## config.mk

```make
export PLATFORM = sky130hd
export DESIGN_NAME = serial_frame_receiver_crc16
export DESIGN_NICKNAME = d
export VERILOG_FILES = /design/src/hdl/sfr_pkg.sv /design/src/hdl/serial_frame_receiver_crc16.sv /design/src/hdl/sfr_framer.sv
export VERILOG_INCLUDE_DIRS = /design/src /design/src/hdl
export SDC_FILE = /design/constraint.sdc
export NUM_CORES = 1
export LEC_CHECK = 0
export BUFFER_PORTS_ARGS = -buffer_cell sky130_fd_sc_hd__buf_2
export CORE_ASPECT_RATIO = 2
export CORE_MARGIN = 2
export CORE_UTILIZATION = 64
export CTS_CLUSTER_SIZE = 8
export DETAILED_ROUTE_END_ITERATION = 10
export PLACE_DENSITY = 0.95
export SLEW_MARGIN = 20
export SYNTH_ARGS = -nofsm -noshare
export SYNTH_HDL_FRONTEND = slang
export SYNTH_HIERARCHICAL = 1
export SYNTH_SLANG_ARGS = --single-unit
export TNS_END_PERCENT = 10
```

## constraint.sdc

```tcl
create_clock -name clk -period 7 [get_ports clk]
set_clock_uncertainty 0.05 [all_clocks]
set_input_delay 0.7 -clock clk [delete_from_list [all_inputs] [get_ports clk]]
set_output_delay 0.7 -clock clk [all_outputs]
set_load 0.03 [all_outputs]
```

## src/hdl/assert_macros.svh

```systemverilog
// ----------------------------------------------------------------------------
// Assertion macros
// Shared assertion macros. When SYNTHESIS is defined, each macro expands to
// nothing.
// ----------------------------------------------------------------------------
`ifndef ASSERT_MACROS_SVH
`define ASSERT_MACROS_SVH

`ifndef SYNTHESIS
// checked only while out of reset
`define SFR_ASSERT(lbl, clk, rstn, prop, msg) \
  lbl: assert property (@(posedge clk) disable iff (!rstn) prop) else $error(msg);
// checked at every edge, reset included
`define SFR_ASSERT_ALWAYS(lbl, clk, prop, msg) \
  lbl: assert property (@(posedge clk) prop) else $error(msg);
`else
`define SFR_ASSERT(lbl, clk, rstn, prop, msg)
`define SFR_ASSERT_ALWAYS(lbl, clk, prop, msg)
`endif

`endif

```

## src/hdl/sfr_pkg.sv

```systemverilog
// ----------------------------------------------------------------------------
// sfr_pkg
// Types, constants and the CRC-16 byte update for the framed receiver.
// ----------------------------------------------------------------------------
`default_nettype none

package sfr_pkg;

  localparam int BYTE_W = 8;
  localparam int LEN_W  = 9;
  localparam int CRC_W  = 16;

  localparam logic [BYTE_W-1:0] START_BYTE      = 8'h02;
  localparam logic [CRC_W-1:0]  CRC_INIT        = 16'hFFFF;
  localparam logic [CRC_W-1:0]  CRC_POLY        = 16'h1021;
  localparam logic [LEN_W-1:0]  MIN_FRAME_BYTES = 9'd8;
  localparam logic [LEN_W-1:0]  MAX_FRAME_BYTES = 9'd263;

  localparam logic [BYTE_W-1:0] CMD_RESET = 8'd131;
  localparam logic [LEN_W-1:0]  LEN_RESET = 9'd40;

  // configuration register indexes
  localparam logic CFG_IDX_CMD = 1'b0;
  localparam logic CFG_IDX_LEN = 1'b1;

  typedef enum logic [1:0] {
    PH_HUNT = 2'd0,
    PH_CMD  = 2'd1,
    PH_BODY = 2'd2
  } phase_t;

  typedef struct packed {
    logic [BYTE_W-1:0] data_byte;
    logic              stored;
    logic [LEN_W-1:0]  position;
    logic              frame_end;
    logic              crc_ok;
  } res_t;

  // CRC-16, MSB first, one byte
  function automatic logic [CRC_W-1:0] crc16_feed(input logic [CRC_W-1:0] crc,
                                                  input logic [BYTE_W-1:0] b);
    logic [CRC_W-1:0] c;
    c = crc ^ {b, 8'h00};
    for (int k = 0; k < BYTE_W; k++) begin
      if (c[CRC_W-1]) begin
        c = {c[CRC_W-2:0], 1'b0} ^ CRC_POLY;
      end else begin
        c = {c[CRC_W-2:0], 1'b0};
      end
    end
    return c;
  endfunction

endpackage

`default_nettype wire

```

## src/hdl/serial_frame_receiver_crc16.sv

```systemverilog
// ----------------------------------------------------------------------------
// serial_frame_receiver_crc16
// Start-byte framed serial receiver with CRC-16 (poly 0x1021, init 0xFFFF) check.
// ----------------------------------------------------------------------------
// One byte in, one result out, one transaction per clock when both sides
// flow. A byte passes an input register, then the framer logic, then the
// output register. The rate is set by the framer state and CRC update,
// which update on each byte as it is passed to the output register.
// A stall on the result side holds the output register and then the input
// register, so back-pressure reaches in_stall in the same cycle.
// Every byte yields a result: stored=0 marks a byte dropped while hunting
// for 0x02 or a wrong command byte. position counts from 0 at the start
// byte. frame_end marks the last byte of a frame, and crc_ok says whether
// the CRC over all but the last two bytes matched them (high byte first).
// frame_length is clamped to 8..263. Write configuration only while idle.
// ----------------------------------------------------------------------------
`default_nettype none
`include "assert_macros.svh"

module serial_frame_receiver_crc16 #(
  parameter logic [sfr_pkg::LEN_W-1:0] MAX_FRAME_BYTES = sfr_pkg::MAX_FRAME_BYTES
) (
  input  wire logic                        clk,
  input  wire logic                        rst_n,
  // configuration
  input  wire logic                        cfg_wr_en,
  input  wire logic                        cfg_index,
  input  wire logic [sfr_pkg::LEN_W-1:0]   cfg_wdata,
  // input transactions
  input  wire logic                        in_valid,
  output logic                             in_stall,
  input  wire logic [sfr_pkg::BYTE_W-1:0]  in_rx_byte,
  // result transactions
  output logic                             out_valid,
  input  wire logic                        out_stall,
  output logic [sfr_pkg::BYTE_W-1:0]       out_data_byte,
  output logic                             out_stored,
  output logic [sfr_pkg::LEN_W-1:0]        out_position,
  output logic                             out_frame_end,
  output logic                             out_crc_ok
);

  logic [sfr_pkg::BYTE_W-1:0] cmd_r;
  logic [sfr_pkg::LEN_W-1:0]  len_r;
  logic                       s1_valid_r;
  logic [sfr_pkg::BYTE_W-1:0] s1_byte_r;
  logic                       out_valid_r;
  sfr_pkg::res_t              out_r;
  sfr_pkg::res_t              res;
  logic                       out_free;
  logic                       s1_adv;
  logic                       in_take;

  // config registers
  always_ff @(posedge clk) begin
    if (!rst_n) begin
      cmd_r <= sfr_pkg::CMD_RESET;
      len_r <= sfr_pkg::LEN_RESET;
    end else if (cfg_wr_en) begin
      case (cfg_index)
        sfr_pkg::CFG_IDX_CMD: cmd_r <= cfg_wdata[sfr_pkg::BYTE_W-1:0];
        sfr_pkg::CFG_IDX_LEN: len_r <= cfg_wdata;
        default:              len_r <= len_r;
      endcase
    end
  end

  // pipeline handshake: output slot frees when empty or being taken
  assign out_free = !out_valid_r || !out_stall;
  assign s1_adv   = s1_valid_r && out_free;
  assign in_stall = s1_valid_r && !out_free;
  assign in_take  = in_valid && !in_stall;

  always_ff @(posedge clk) begin
    if (!rst_n) begin
      s1_valid_r <= 1'b0;
    end else if (in_take) begin
      s1_valid_r <= 1'b1;
    end else if (s1_adv) begin
      s1_valid_r <= 1'b0;
    end
  end

  always_ff @(posedge clk) begin
    if (in_take) begin
      s1_byte_r <= in_rx_byte;
    end
  end

  sfr_framer #(
    .MAX_FRAME_BYTES (MAX_FRAME_BYTES)
  ) u_framer (
    .clk     (clk),
    .rst_n   (rst_n),
    .fire    (s1_adv),
    .rx_byte (s1_byte_r),
    .cfg_cmd (cmd_r),
    .cfg_len (len_r),
    .res     (res)
  );

  always_ff @(posedge clk) begin
    if (!rst_n) begin
      out_valid_r <= 1'b0;
    end else if (out_free) begin
      out_valid_r <= s1_valid_r;
    end
  end

  always_ff @(posedge clk) begin
    if (s1_adv) begin
      out_r <= res;
    end
  end

  assign out_valid     = out_valid_r;
  assign out_data_byte = out_r.data_byte;
  assign out_stored    = out_r.stored;
  assign out_position  = out_r.position;
  assign out_frame_end = out_r.frame_end;
  assign out_crc_ok    = out_r.crc_ok;

  `SFR_ASSERT(a_take_fills, clk, rst_n, in_take |=> s1_valid_r, "accepted byte lost at input register")
  `SFR_ASSERT(a_hold_s1, clk, rst_n, s1_valid_r && !out_free |=> s1_valid_r && $stable(s1_byte_r), "held input byte changed")
  `SFR_ASSERT(a_ok_at_end, clk, rst_n, out_valid_r && out_crc_ok |-> out_frame_end && out_stored, "crc_ok outside frame end")
  `SFR_ASSERT_ALWAYS(a_rst_empty, clk, !rst_n |=> !s1_valid_r && !out_valid_r, "pipeline not empty after reset")

endmodule

`default_nettype wire

```

## src/hdl/sfr_framer.sv

```systemverilog
// ----------------------------------------------------------------------------
// sfr_framer
// Frame state machine and running CRC. Builds the result for the current
// byte and updates its state when the byte is taken.
// ----------------------------------------------------------------------------
`default_nettype none
`include "assert_macros.svh"

module sfr_framer #(
  parameter logic [sfr_pkg::LEN_W-1:0] MAX_FRAME_BYTES = sfr_pkg::MAX_FRAME_BYTES
) (
  input  wire logic                        clk,
  input  wire logic                        rst_n,
  input  wire logic                        fire,
  input  wire logic [sfr_pkg::BYTE_W-1:0]  rx_byte,
  input  wire logic [sfr_pkg::BYTE_W-1:0]  cfg_cmd,
  input  wire logic [sfr_pkg::LEN_W-1:0]   cfg_len,
  output sfr_pkg::res_t                    res
);

  sfr_pkg::phase_t               phase_r, phase_nxt;
  logic [sfr_pkg::LEN_W-1:0]     count_r, count_nxt;
  logic [sfr_pkg::CRC_W-1:0]     crc_r, crc_nxt;
  logic [sfr_pkg::BYTE_W-1:0]    crc_hi_r, crc_hi_nxt;
  logic [sfr_pkg::LEN_W-1:0]     len_eff;
  logic [sfr_pkg::LEN_W:0]       pos_p1;
  logic [sfr_pkg::LEN_W:0]       pos_p2;
  logic [sfr_pkg::CRC_W-1:0]     crc_fed;

  // clamp frame length to its legal range
  always_comb begin
    if (cfg_len < sfr_pkg::MIN_FRAME_BYTES) begin
      len_eff = sfr_pkg::MIN_FRAME_BYTES;
    end else if (cfg_len > MAX_FRAME_BYTES) begin
      len_eff = MAX_FRAME_BYTES;
    end else begin
      len_eff = cfg_len;
    end
  end

  assign pos_p1  = {1'b0, count_r} + 10'd1;
  assign pos_p2  = {1'b0, count_r} + 10'd2;
  assign crc_fed = sfr_pkg::crc16_feed(crc_r, rx_byte);

  always_ff @(posedge clk) begin
    if (!rst_n) begin
      phase_r  <= sfr_pkg::PH_HUNT;
      count_r  <= '0;
      crc_r    <= sfr_pkg::CRC_INIT;
      crc_hi_r <= '0;
    end else if (fire) begin
      phase_r  <= phase_nxt;
      count_r  <= count_nxt;
      crc_r    <= crc_nxt;
      crc_hi_r <= crc_hi_nxt;
    end
  end

  always_comb begin
    phase_nxt     = sfr_pkg::PH_HUNT;
    count_nxt     = '0;
    crc_nxt       = crc_r;
    crc_hi_nxt    = crc_hi_r;
    res.data_byte = rx_byte;
    res.stored    = 1'b0;
    res.position  = '0;
    res.frame_end = 1'b0;
    res.crc_ok    = 1'b0;
    case (phase_r)
      sfr_pkg::PH_CMD: begin
        if (rx_byte == cfg_cmd) begin
          res.stored   = 1'b1;
          res.position = 9'd1;
          crc_nxt      = crc_fed;
          count_nxt    = 9'd2;
          phase_nxt    = sfr_pkg::PH_BODY;
        end
      end
      sfr_pkg::PH_BODY: begin
        res.stored   = 1'b1;
        res.position = count_r;
        if (pos_p1 >= {1'b0, len_eff}) begin
          res.frame_end = 1'b1;
          res.crc_ok    = (crc_r == {crc_hi_r, rx_byte});
        end else begin
          if (pos_p2 < {1'b0, len_eff}) begin
            crc_nxt = crc_fed;
          end else begin
            crc_hi_nxt = rx_byte;
          end
          count_nxt = pos_p1[sfr_pkg::LEN_W-1:0];
          phase_nxt = sfr_pkg::PH_BODY;
        end
      end
      default: begin
        // hunting, unused code too
        if (rx_byte == sfr_pkg::START_BYTE) begin
          res.stored = 1'b1;
          crc_nxt    = sfr_pkg::crc16_feed(sfr_pkg::CRC_INIT, rx_byte);
          crc_hi_nxt = '0;
          count_nxt  = 9'd1;
          phase_nxt  = sfr_pkg::PH_CMD;
        end
      end
    endcase
  end

  `SFR_ASSERT(a_end_to_hunt, clk, rst_n, fire && res.frame_end |=> phase_r == sfr_pkg::PH_HUNT, "frame end did not return to hunting")
  `SFR_ASSERT(a_cmd_count, clk, rst_n, phase_r == sfr_pkg::PH_CMD |-> count_r == 9'd1, "command phase with wrong byte count")
  `SFR_ASSERT(a_body_count, clk, rst_n, phase_r == sfr_pkg::PH_BODY |-> count_r >= 9'd2 && count_r < MAX_FRAME_BYTES, "body byte count out of range")
  `SFR_ASSERT(a_start_to_cmd, clk, rst_n, fire && phase_r != sfr_pkg::PH_CMD && phase_r != sfr_pkg::PH_BODY && rx_byte == sfr_pkg::START_BYTE |=> phase_r == sfr_pkg::PH_CMD, "start byte not followed by command phase")

endmodule

`default_nettype wire
```

## Word-level counts from Yosys, hierarchy flattened

Index checks and enable logic that the tools add are counted.
W data, S select, Z words.

- Add/subtract/negate cells: 2
- Order comparisons: 4
- Equality and inequality tests: 9
- Muxes and demuxes: 56
- Bitwise gates (word level): 20
- Reduce and logical (&&, ||, !) cells: 17

Operators by type and width:

| kind | number |
|---|---|
| $mux W16 | 18 |
| $mux W13 | 16 |
| $not A3 Y3 | 16 |
| $pmux W9 S2 | 2 |
| $pmux W16 S2 | 1 |
| $mux W9 | 3 |
| $mux W8 | 3 |
| $eq A16 B16 Y1 | 1 |
| $not A16 Y16 | 1 |
| $pmux W8 S2 | 1 |
| $xor A16 B16 Y16 | 1 |
| $add A9 B1 Y10 const B | 1 |
| $add A9 B2 Y10 const B | 1 |
| $ge A10 B9 Y1 | 1 |
| $lt A10 B9 Y1 | 1 |
| $mux W10 | 1 |
| $reduce_and A5 Y1 | 2 |
| $gt A9 B9 Y1 const B | 1 |
| $lt A9 B4 Y1 const B | 1 |
| $eq A8 B2 Y1 const B | 1 |
| $eq A8 B8 Y1 | 1 |
| $mux W2 | 4 |
| $reduce_and A2 Y1 | 3 |
| $mux W1 | 5 |
| other kinds (13) | 22 |

- Flip-flop bits (word level): 82
- Input port bits: 23
- Output and inout bits: 22
- Word-level logic and storage cells: 122

## Depth between registers and ports, before layout

Gate-level depths: netlist of the first run.

- Word-level depth: 33
- Gate-level depth with buffers: 13
- Gate-level depth less buffers: 12

## Modules after synthesis

Netlist of the first run, hierarchy kept.

By module, submodules not included:

| module | times used | cells an instance | area an instance (sq um) | seq. area each (sq um) |
|---|---|---|---|---|
| sfr_framer | 1 | 382 | 3034.2 | 700.7 |
| serial_frame_receiver_crc16 | 1 | 110 | 1602.8 | 1221.2 |

## Worst setup path after synthesis of the first run

No wires, ideal clock.

- Path type: input to register
- From: input out_stall
- To: register u_framer/count_r[5] (netlist name)
- Setup time: 59 ps
- Arrival time: 3703 ps
- Required time: 6891 ps
- Setup slack: 3189 ps
- Stages on the path: 7
- Path buffers: 1
- Cells stage by stage: a21boi_0 > clkbuf_1 > clkinv_1 > nor2_1 > nand3_1 > o211ai_1 > o211a_1

- Cells in the longest elaborated chain, start to end: 3

RTL lines:

| item | line | RTL |
|---|---|---|
| from (decl) | serial_frame_receiver_crc16.sv:35 | `input wire logic out_stall,` |
| $logic_not A1 Y1 | serial_frame_receiver_crc16.sv:69 | `assign out_free = !out_valid_r \|\| !out_stall;` |
| $logic_or A1 B1 Y1 | serial_frame_receiver_crc16.sv:69 |  |
| $logic_and A1 B1 Y1 | serial_frame_receiver_crc16.sv:70 | `assign s1_adv = s1_valid_r && out_free;` |
| to (signal assigned) | sfr_framer.sv:53 | `count_r <= count_nxt;` |
| to (decl) | sfr_framer.sv:22 | `logic [sfr_pkg::LEN_W-1:0] count_r, count_nxt;` |

Every way passes these cells.
A chain may end at the register's enable or synchronous reset.

## Final worst setup path of the first run

- From: register u_framer/count_r[2] (netlist name)
- To: register u_framer/crc_r[12] (netlist name)

- Cells in the longest elaborated chain, start to end: 4
- Elaborated cells between the ends (all ways): 7
- Classes of those cells: 2 x add/sub; 2 x order compare; 2 x eq/ne; 1 x reduce/logical

RTL lines:

| item | line | RTL |
|---|---|---|
| $add A9 B2 Y10 or $add A9 B1 Y10 (tied branches) | sfr_framer.sv:42, sfr_framer.sv:41 |  |
| $lt A10 B9 Y1 or $ge A10 B9 Y1 (tied branches) | sfr_framer.sv:86, sfr_framer.sv:82 |  |
| $ne A2 B1 Y1 (no line) or $ne A2 B2 Y1 (tied branches) | -- |  |
| $reduce_and A5 Y1 (no line) (*) | -- |  |
| to (signal assigned) | sfr_framer.sv:49 | `crc_r <= sfr_pkg::CRC_INIT;` |
| to (signal assigned) | sfr_framer.sv:54 | `crc_r <= crc_nxt;` |
| to (decl) | sfr_framer.sv:23 | `logic [sfr_pkg::CRC_W-1:0] crc_r, crc_nxt;` |

Every way passes the cells marked *; elsewhere a longest branch is shown, timed or not.

==> results of run 1 <==
[worst register-to-register path: cells and delay by family (launching register included)]
family                     cells  cell delay [ps]
AOI/OAI and AO/OA              5             1410
and+or+nand+nor                4              820
adders and majority gates      2              610
DFF                            1              490
xor gates and xnor gates       1              250
[final timing paths]
kind / from / slack [ps] / end
setup / recovery: u_framer/count_r[2]$_SDFFE_PN0P_ / 3170 / u_framer/crc_r[12]$_SDFFE_PN1P_
hold / removal: len_r[4]$_SDFFE_PN0P_ / 420 / len_r[4]$_SDFFE_PN0P_
setup reg to reg: u_framer/count_r[2]$_SDFFE_PN0P_ / 3170 / u_framer/crc_r[12]$_SDFFE_PN1P_
hold reg to reg: len_r[4]$_SDFFE_PN0P_ / 420 / len_r[4]$_SDFFE_PN0P_
[metrics by stage]
step,hold WS (ps),utilization (%),area (um^2),setup slack (ps)
after floorplan,380,-,4640,3190
after global placement,406,67.9,4750,3530
after detailed placement,411,67.9,4750,3390
after CTS,421,72.2,5050,3280
after global routing,453,72.2,5050,3070
final,422,72.2,5050,3170
[area by class of cell]
| cell class | count | area share, % |
|---|---|---|
| clock buffers | 9 | 4.46 |
| well taps | 90 | 2.23 |
| multi-input cells | 352 | 48.0 |
| inverters | 15 | 1.11 |
| flip-flops and latches | 82 | 38.0 |
| clock inverters | 7 | 1.51 |
| repair buffers | 46 | 4.66 |
[where the power goes]
group | leakage [nW] | internal [mW] | switching (mW)
combinational | 1.11 | 0.0368 | 0.0602
sequential | 0.700 | 0.507 | 0.0156
clock | 0.148 | 0.280 | 0.199
total | 1.96 | 0.824 | 0.275
[kinds of logic after synthesis]
| group | count (synthesis) | share of synthesized area [%] |
|---|---|---|
| AO/OA/AOI/OAI | 104 | 15.5 |
| AND/OR/NAND/NOR | 147 | 15.6 |
| buffers and inverters | 58 | 6.37 |
| adder cells (fa/ha/maj) | 23 | 6.15 |
| XOR/XNOR | 70 | 13.2 |
| flip-flops | 82 | 41.4 |
| multiplexers | 8 | 1.73 |
[registers in the layout (all words and copies together) (netlist names), 2 cells and up]
signal             cells
cmd_r                  8
u_framer/crc_hi_r      8
u_framer/crc_r        16
len_r                  9
s1_byte_r              8
out_position           9
u_framer/phase_r       2
u_framer/count_r       9
out_data_byte          8
[per-layer routing]
metal,track usage (%),vias up,part of all wire [%]
li1,-,1749,-
met1,30.7,1820,35
met2,51.5,208,54
met4,17.3,0,5.2
met5,0,-,0
met3,4.52,56,5.1
[layout by cell type (no fill, tap or decap), drive strengths merged, types with 9 or more instances in the layout]
cell and instances:
o21ai 36, inv 17, xor2 23, clkbuf 9, nand2 54, and2 12
dfxtp 54, edfxtp 28, o21a 9, nand3 14, ha 22, nor2 28
xnor2 47, buf 46, o311ai 9, o211ai 13, a21oi 15
==> flow_metrics.py, run 1 <==
metrics = {
    "run_status": {
        "outcome": "completed",
    },
    "worst_hold_path": {
        "hp-class": "reg -> reg",
        "min_delay_path_depth": 2,
    },
    "critical_path": {
        "cp.required_ps": 7090,
        "start_kind": "flip-flop",
        "cp.arrival_ps": 3920,
        "critPathMaxFanout": 22,
        "r2r_cells": 12,
        "slowest_delay_ps": 580,
        "crit_family": "compound AO/OA/AOI/OAI gates",
        "cp.depth": 12,
        "worstSetupPathType": "reg -> reg",
        "crit_buf_inv": 0,
        "crit_chain": "ha_1 -> nand3_1 -> nor2_1 -> nand2_1 -> xnor2_1 -> ha_1 -> a21o_1 -> a221oi_4 -> o211ai_2 -> o31a_1 -> nor3_1 -> o21ai_0",
        "worst_setup_path_end_kind": "flip-flop",
        "cp_common_cell": "ha_1",
        "slowest_stage": "o31a_1",
    },
    "clocking": {
        "cts.htree.levels": 3,
        "cts_resized": 0,
        "clock_latency_ps": 340,
        "cts_tree": "built",
        "cts_root_buf": "clkbuf_16",
        "clock_sink_count": 82,
        "post-cts-setup-buffer-count": 0,
        "ctsHoldBuffers": 0,
        "cts_buffer_depth": 2,
        "numCtsBuffers": 9,
        "clk_pin_slew_ps": 60,
    },
    "timing": {
        "setup_viol": 0,
        "finalSetupTns_ps": 0,
        "worst_slew_pin_slew_ps": 1040,
        "hold_viol_final": 0,
        "period_share_pct": 54.7,
        "rsz0062_at_grt": "no",
        "max_freq_mhz": 261,
        "finalMaxSlewViolations": 0,
        "fin_crit_ps": 3830,
        "timing.slew.headroom_pct": 30.6,
    },
    "detailed_routing": {
        "wl_per_cell_um": 18.7,
        "vias_per_cell": 6.38,
        "ant_nets": 0,
        "routed_wl_mm": 11.2,
        "vias": 3833,
        "post-route-drc-count": 0,
        "drt-initial-drc-count": 409,
        "first_pass_iters": 7,
    },
    "placement": {
        "port_buffers": 44,
        "dp_cells": 585,
        "hpwl_mm": 7.65,
        "place.gp.congestion": 0.956,
    },
    "floorplan": {
        "core_area_mm2": 0.00699,
        "initial_core_util_pct": 66.3,
        "io_pins": 45,
        "die_w_um": 64.2,
        "fp-row-count": 43,
        "die_h_um": 124,
        "die_area_mm2": 0.00798,
    },
    "synth": {
        "syn_area_per_cell_um2": 9.42,
        "synthTopCellsByArea": "dfxtp_1 23%, edfxtp_1 18%, xnor2_1 8.9%",
        "synth-edff-count": 28,
        "yosysWarnings": 6,
        "synth_cell_types": 56,
        "ys_seq_elements": 82,
        "yosysTopAreaCellShare_pct": 23.3,
        "synth_top_cell_by_area": "dfxtp_1",
        "syn-cell-area_mm2": 0.00464,
        "syn_inst": 492,
        "syn_nets": 537,
        "synth_flop_cell": "dfxtp_1",
        "async_reset_ff_share_pct": 0,
        "ys_seq_area_share_pct": 41.4,
        "yosys.cell_count.top_type": "dfxtp_1",
        "synth_common_cells": "54 x dfxtp_1, 53 x nand2_1, 47 x xnor2_1",
    },
    "cells_and_area": {
        "drive_above_1_share_pct": 14.1,
        "seqCellArea_mm2": 0.00192,
        "final_nets": 551,
        "diodes": 0,
        "multi_input_area_mm2": 0.00242,
        "nFillCells": 474,
        "syn_to_final_growth_pct": 8.93,
        "final_cell_count_no_fill": 601,
    },
    "global_route": {
        "grt_pass1_vias": 3750,
        "grt_overflow_total": 0,
        "grt_max_degree": 60,
        "antenna_found_initial": 0,
        "grt_usage_pct": 28.8,
        "grt_pass1_wl_mm": 18.1,
    },
    "run": {
        "maxCapViolCount": 0,
    },
    "power_and_ir_drop": {
        "power_mw": 1.10,
        "peakVddDrop_mv": 0.216,
        "leakage_nw": 1.96,
        "power_density_mw_per_mm2": 218,
    },
}
(Power assumes the default switching activity.)
==> run 2: changes to the inputs <==
Settings changed: CORE_UTILIZATION 64 to 54, PLACE_DENSITY 0.95 to 0.89.
Clock period 7 ns to 3.2 ns, I/O delays scaled along.
==> run 2 against run 1 <==
The run now ends with setup timing left. Via count increased by 2.7%. Sequential share of layout area decreased by 2.1 points. Combinational power increased by 130%. Routed wire length increased by 8.9%.
==> flow_metrics.py, run 2 (synthesis results as in run 1) <==
metrics = {
    "cells_and_area": {
        "multi_input_area_mm2": 0.00252,
        "nFillCells": 616,
        "diodes": 0,
        "final_cell_mix": "53 x nand2_1, 51 x dfxtp_1, 46 x xnor2_1",
        "largest_reg_flops": 16,
        "syn_to_final_growth_pct": 15.6,
        "drive_above_1_share_pct": 21.2,
        "top_register": "u_framer/crc_r",
        "fin_util_pct": 64.7,
        "layout_commonest_cell": "nand2_1",
        "seqCellArea_mm2": 0.00193,
        "final_nets": 574,
        "final_cell_count_no_fill": 632,
    },
    "floorplan": {
        "fp-row-count": 47,
        "die_h_um": 135,
        "core_area_mm2": 0.00829,
        "initial_core_util_pct": 55.9,
        "die_area_mm2": 0.00939,
        "die_w_um": 69.5,
        "io_pins": 45,
    },
    "detailed_routing": {
        "vias_per_cell": 6.23,
        "wl_per_cell_um": 19.3,
        "vias": 3937,
        "drt-initial-drc-count": 378,
        "routed_wl_mm": 12.2,
        "post-route-drc-count": 0,
        "first_pass_iters": 5,
        "ant_nets": 0,
    },
    "global_route": {
        "grt_pass1_vias": 3893,
        "grt_usage_pct": 25.0,
        "grt_max_degree": 33,
        "antenna_found_initial": 0,
        "grt_pass1_wl_mm": 18.3,
        "grt_overflow_total": 0,
    },
    "critical_path": {
        "worstSetupPathType": "reg -> reg",
        "worst_setup_path_end_kind": "flip-flop",
        "cp.arrival_ps": 3480,
        "start_kind": "flip-flop",
        "critPathMaxFanout": 6,
        "slowest_stage": "or4_4",
        "slowest_delay_ps": 540,
        "cp.required_ps": 3360,
        "crit_chain": "or4_4 -> nor2_4 -> inv_2 -> maj3_2 -> ha_4 -> a21bo_2 -> a2111o_1 -> o211ai_4 -> o31a_1 -> buf_4 -> buf_6 -> o21ai_0 -> o311ai_1",
    },
    "timing": {
        "hold_viol_final": 0,
        "max_freq_mhz": 301,
        "fin_ws_ps": -119,
        "timing.slew.headroom_pct": 44.8,
        "worst_slew_pin_slew_ps": 828,
        "finalMaxSlewViolations": 0,
        "setup_viol": 16,
        "fin_crit_ps": 3320,
        "finalSetupTns_ps": -675,
        "rsz0062_at_grt": "yes",
        "period_share_pct": 104,
    },
    "clocking": {
        "ctsHoldBuffers": 0,
        "clock_latency_ps": 350,
        "cts_root_buf": "clkbuf_16",
        "cts_buffer_depth": 2,
        "numCtsBuffers": 9,
        "cts.htree.levels": 3,
        "cts_tree": "built",
        "clock_sink_count": 82,
        "clk_pin_slew_ps": 60,
    },
    "run": {
        "maxCapViolCount": 0,
    },
    "power_and_ir_drop": {
        "internal_power_mw": 1.81,
        "pwr-share-clk_pct": 43.2,
        "swShare_pct": 25.2,
        "leakage_nw": 2.10,
        "peakVddDrop_mv": 0.487,
        "switchingPower_uw": 608,
        "power.share.combinational_pct": 9.4,
        "power_density_mw_per_mm2": 451,
        "seq_power_share_pct": 47.4,
    },
    "placement": {
        "place.gp.congestion": 0.926,
        "hpwl_mm": 8.38,
        "port_buffers": 44,
        "dp_cells": 608,
    },
    "run_status": {
        "violations": "setup timing",
        "outcome": "finished with violations",
    },
    "worst_hold_path": {
        "hp-class": "in -> reg",
    },
}
[run 2: cell types whose count changed in the layout (fill, tap and decap cells not counted), moves of 2 or more]
| cell | before | now |
|---|---|---|
| nor2_1 | 28 | 26 |
| dfxtp_2 | 0 | 3 |
| ha_1 | 22 | 20 |
| o21ai_1 | 4 | 19 |
| buf_4 | 2 | 18 |
| o21ai_0 | 32 | 16 |
| buf_6 | 0 | 7 |
| dfxtp_1 | 54 | 51 |
[run 2: worst paths after layout]
kind,start,endpoint,slack (ps),depth (start not counted)
hold reg to reg,len_r[0]$_SDFFE_PN0P_,len_r[0]$_SDFFE_PN0P_,430,2
hold / removal,in_rx_byte[3],s1_byte_r[3]$_DFFE_PP_,100,1
setup reg to reg,len_r[3]$_SDFFE_PN1P_,u_framer/crc_r[4]$_SDFFE_PN1P_,-120,13
setup / recovery,len_r[3]$_SDFFE_PN1P_,u_framer/crc_r[4]$_SDFFE_PN1P_,-120,13
[run 2: critical path, delay by kind of cell (launching register included)]
kind / cells / cell delay [ps]
compound gates: 6 / 1210
fa+ha+maj: 2 / 560
buf+inv: 3 / 360
flops: 1 / 330
simple gates: 2 / 670
[run 2: power groups by stage]
stage	logic (mW)	clock network (mW)	registers [mW]
2_1_floorplan	0.145	0	1.17
3_3_place_gp	0.203	0	1.16
3_5_place_dp	0.212	0	1.17
4_1_cts	0.216	1.05	1.14
5_1_grt	0.246	1.09	1.15
6_report	0.227	1.04	1.14
[run 2: timing repair]
action / CTS / global route
pin swaps: 4 / 16
cloned: 0 / 2
endpoints found under the setup margin: 9 / 28
endpoints found under the hold margin: 0 / 0
resized for setup: 5 / 44
setup buffers: 1 / 5
[run 2: metrics by stage]
step	power, mW	area [um^2]	hold slack (ps)	setup slack [ps]
finish	2.42	5360	95.3	-119
global route	2.49	5360	92.4	-243
CTS	2.41	5190	94.0	-6.46
detailed placement	1.38	4870	414	-27.1
global placement	1.37	4870	405	56.3
floorplan	1.32	4650	369	48.5
[run 2: area by class of cell]
type                            instances  area share [%]
Timing Repair Buffer                   69            8.10
Tap cell                               98            2.29
Clock buffer                            9            4.20
Clock inverter                          7            1.38
Sequential cell                        82            35.9
Inverter                               15            1.05
Multi-Input combinational cell        352            47.1
[run 2: routing by layer]
metal	share of wire (%)	up-vias	track usage, %
li1	-	1794	-
met1	34	1881	23.4
met2	53	185	45.6
met3	4.7	77	4.55
met4	8.4	0	21.7
met5	0	-	0
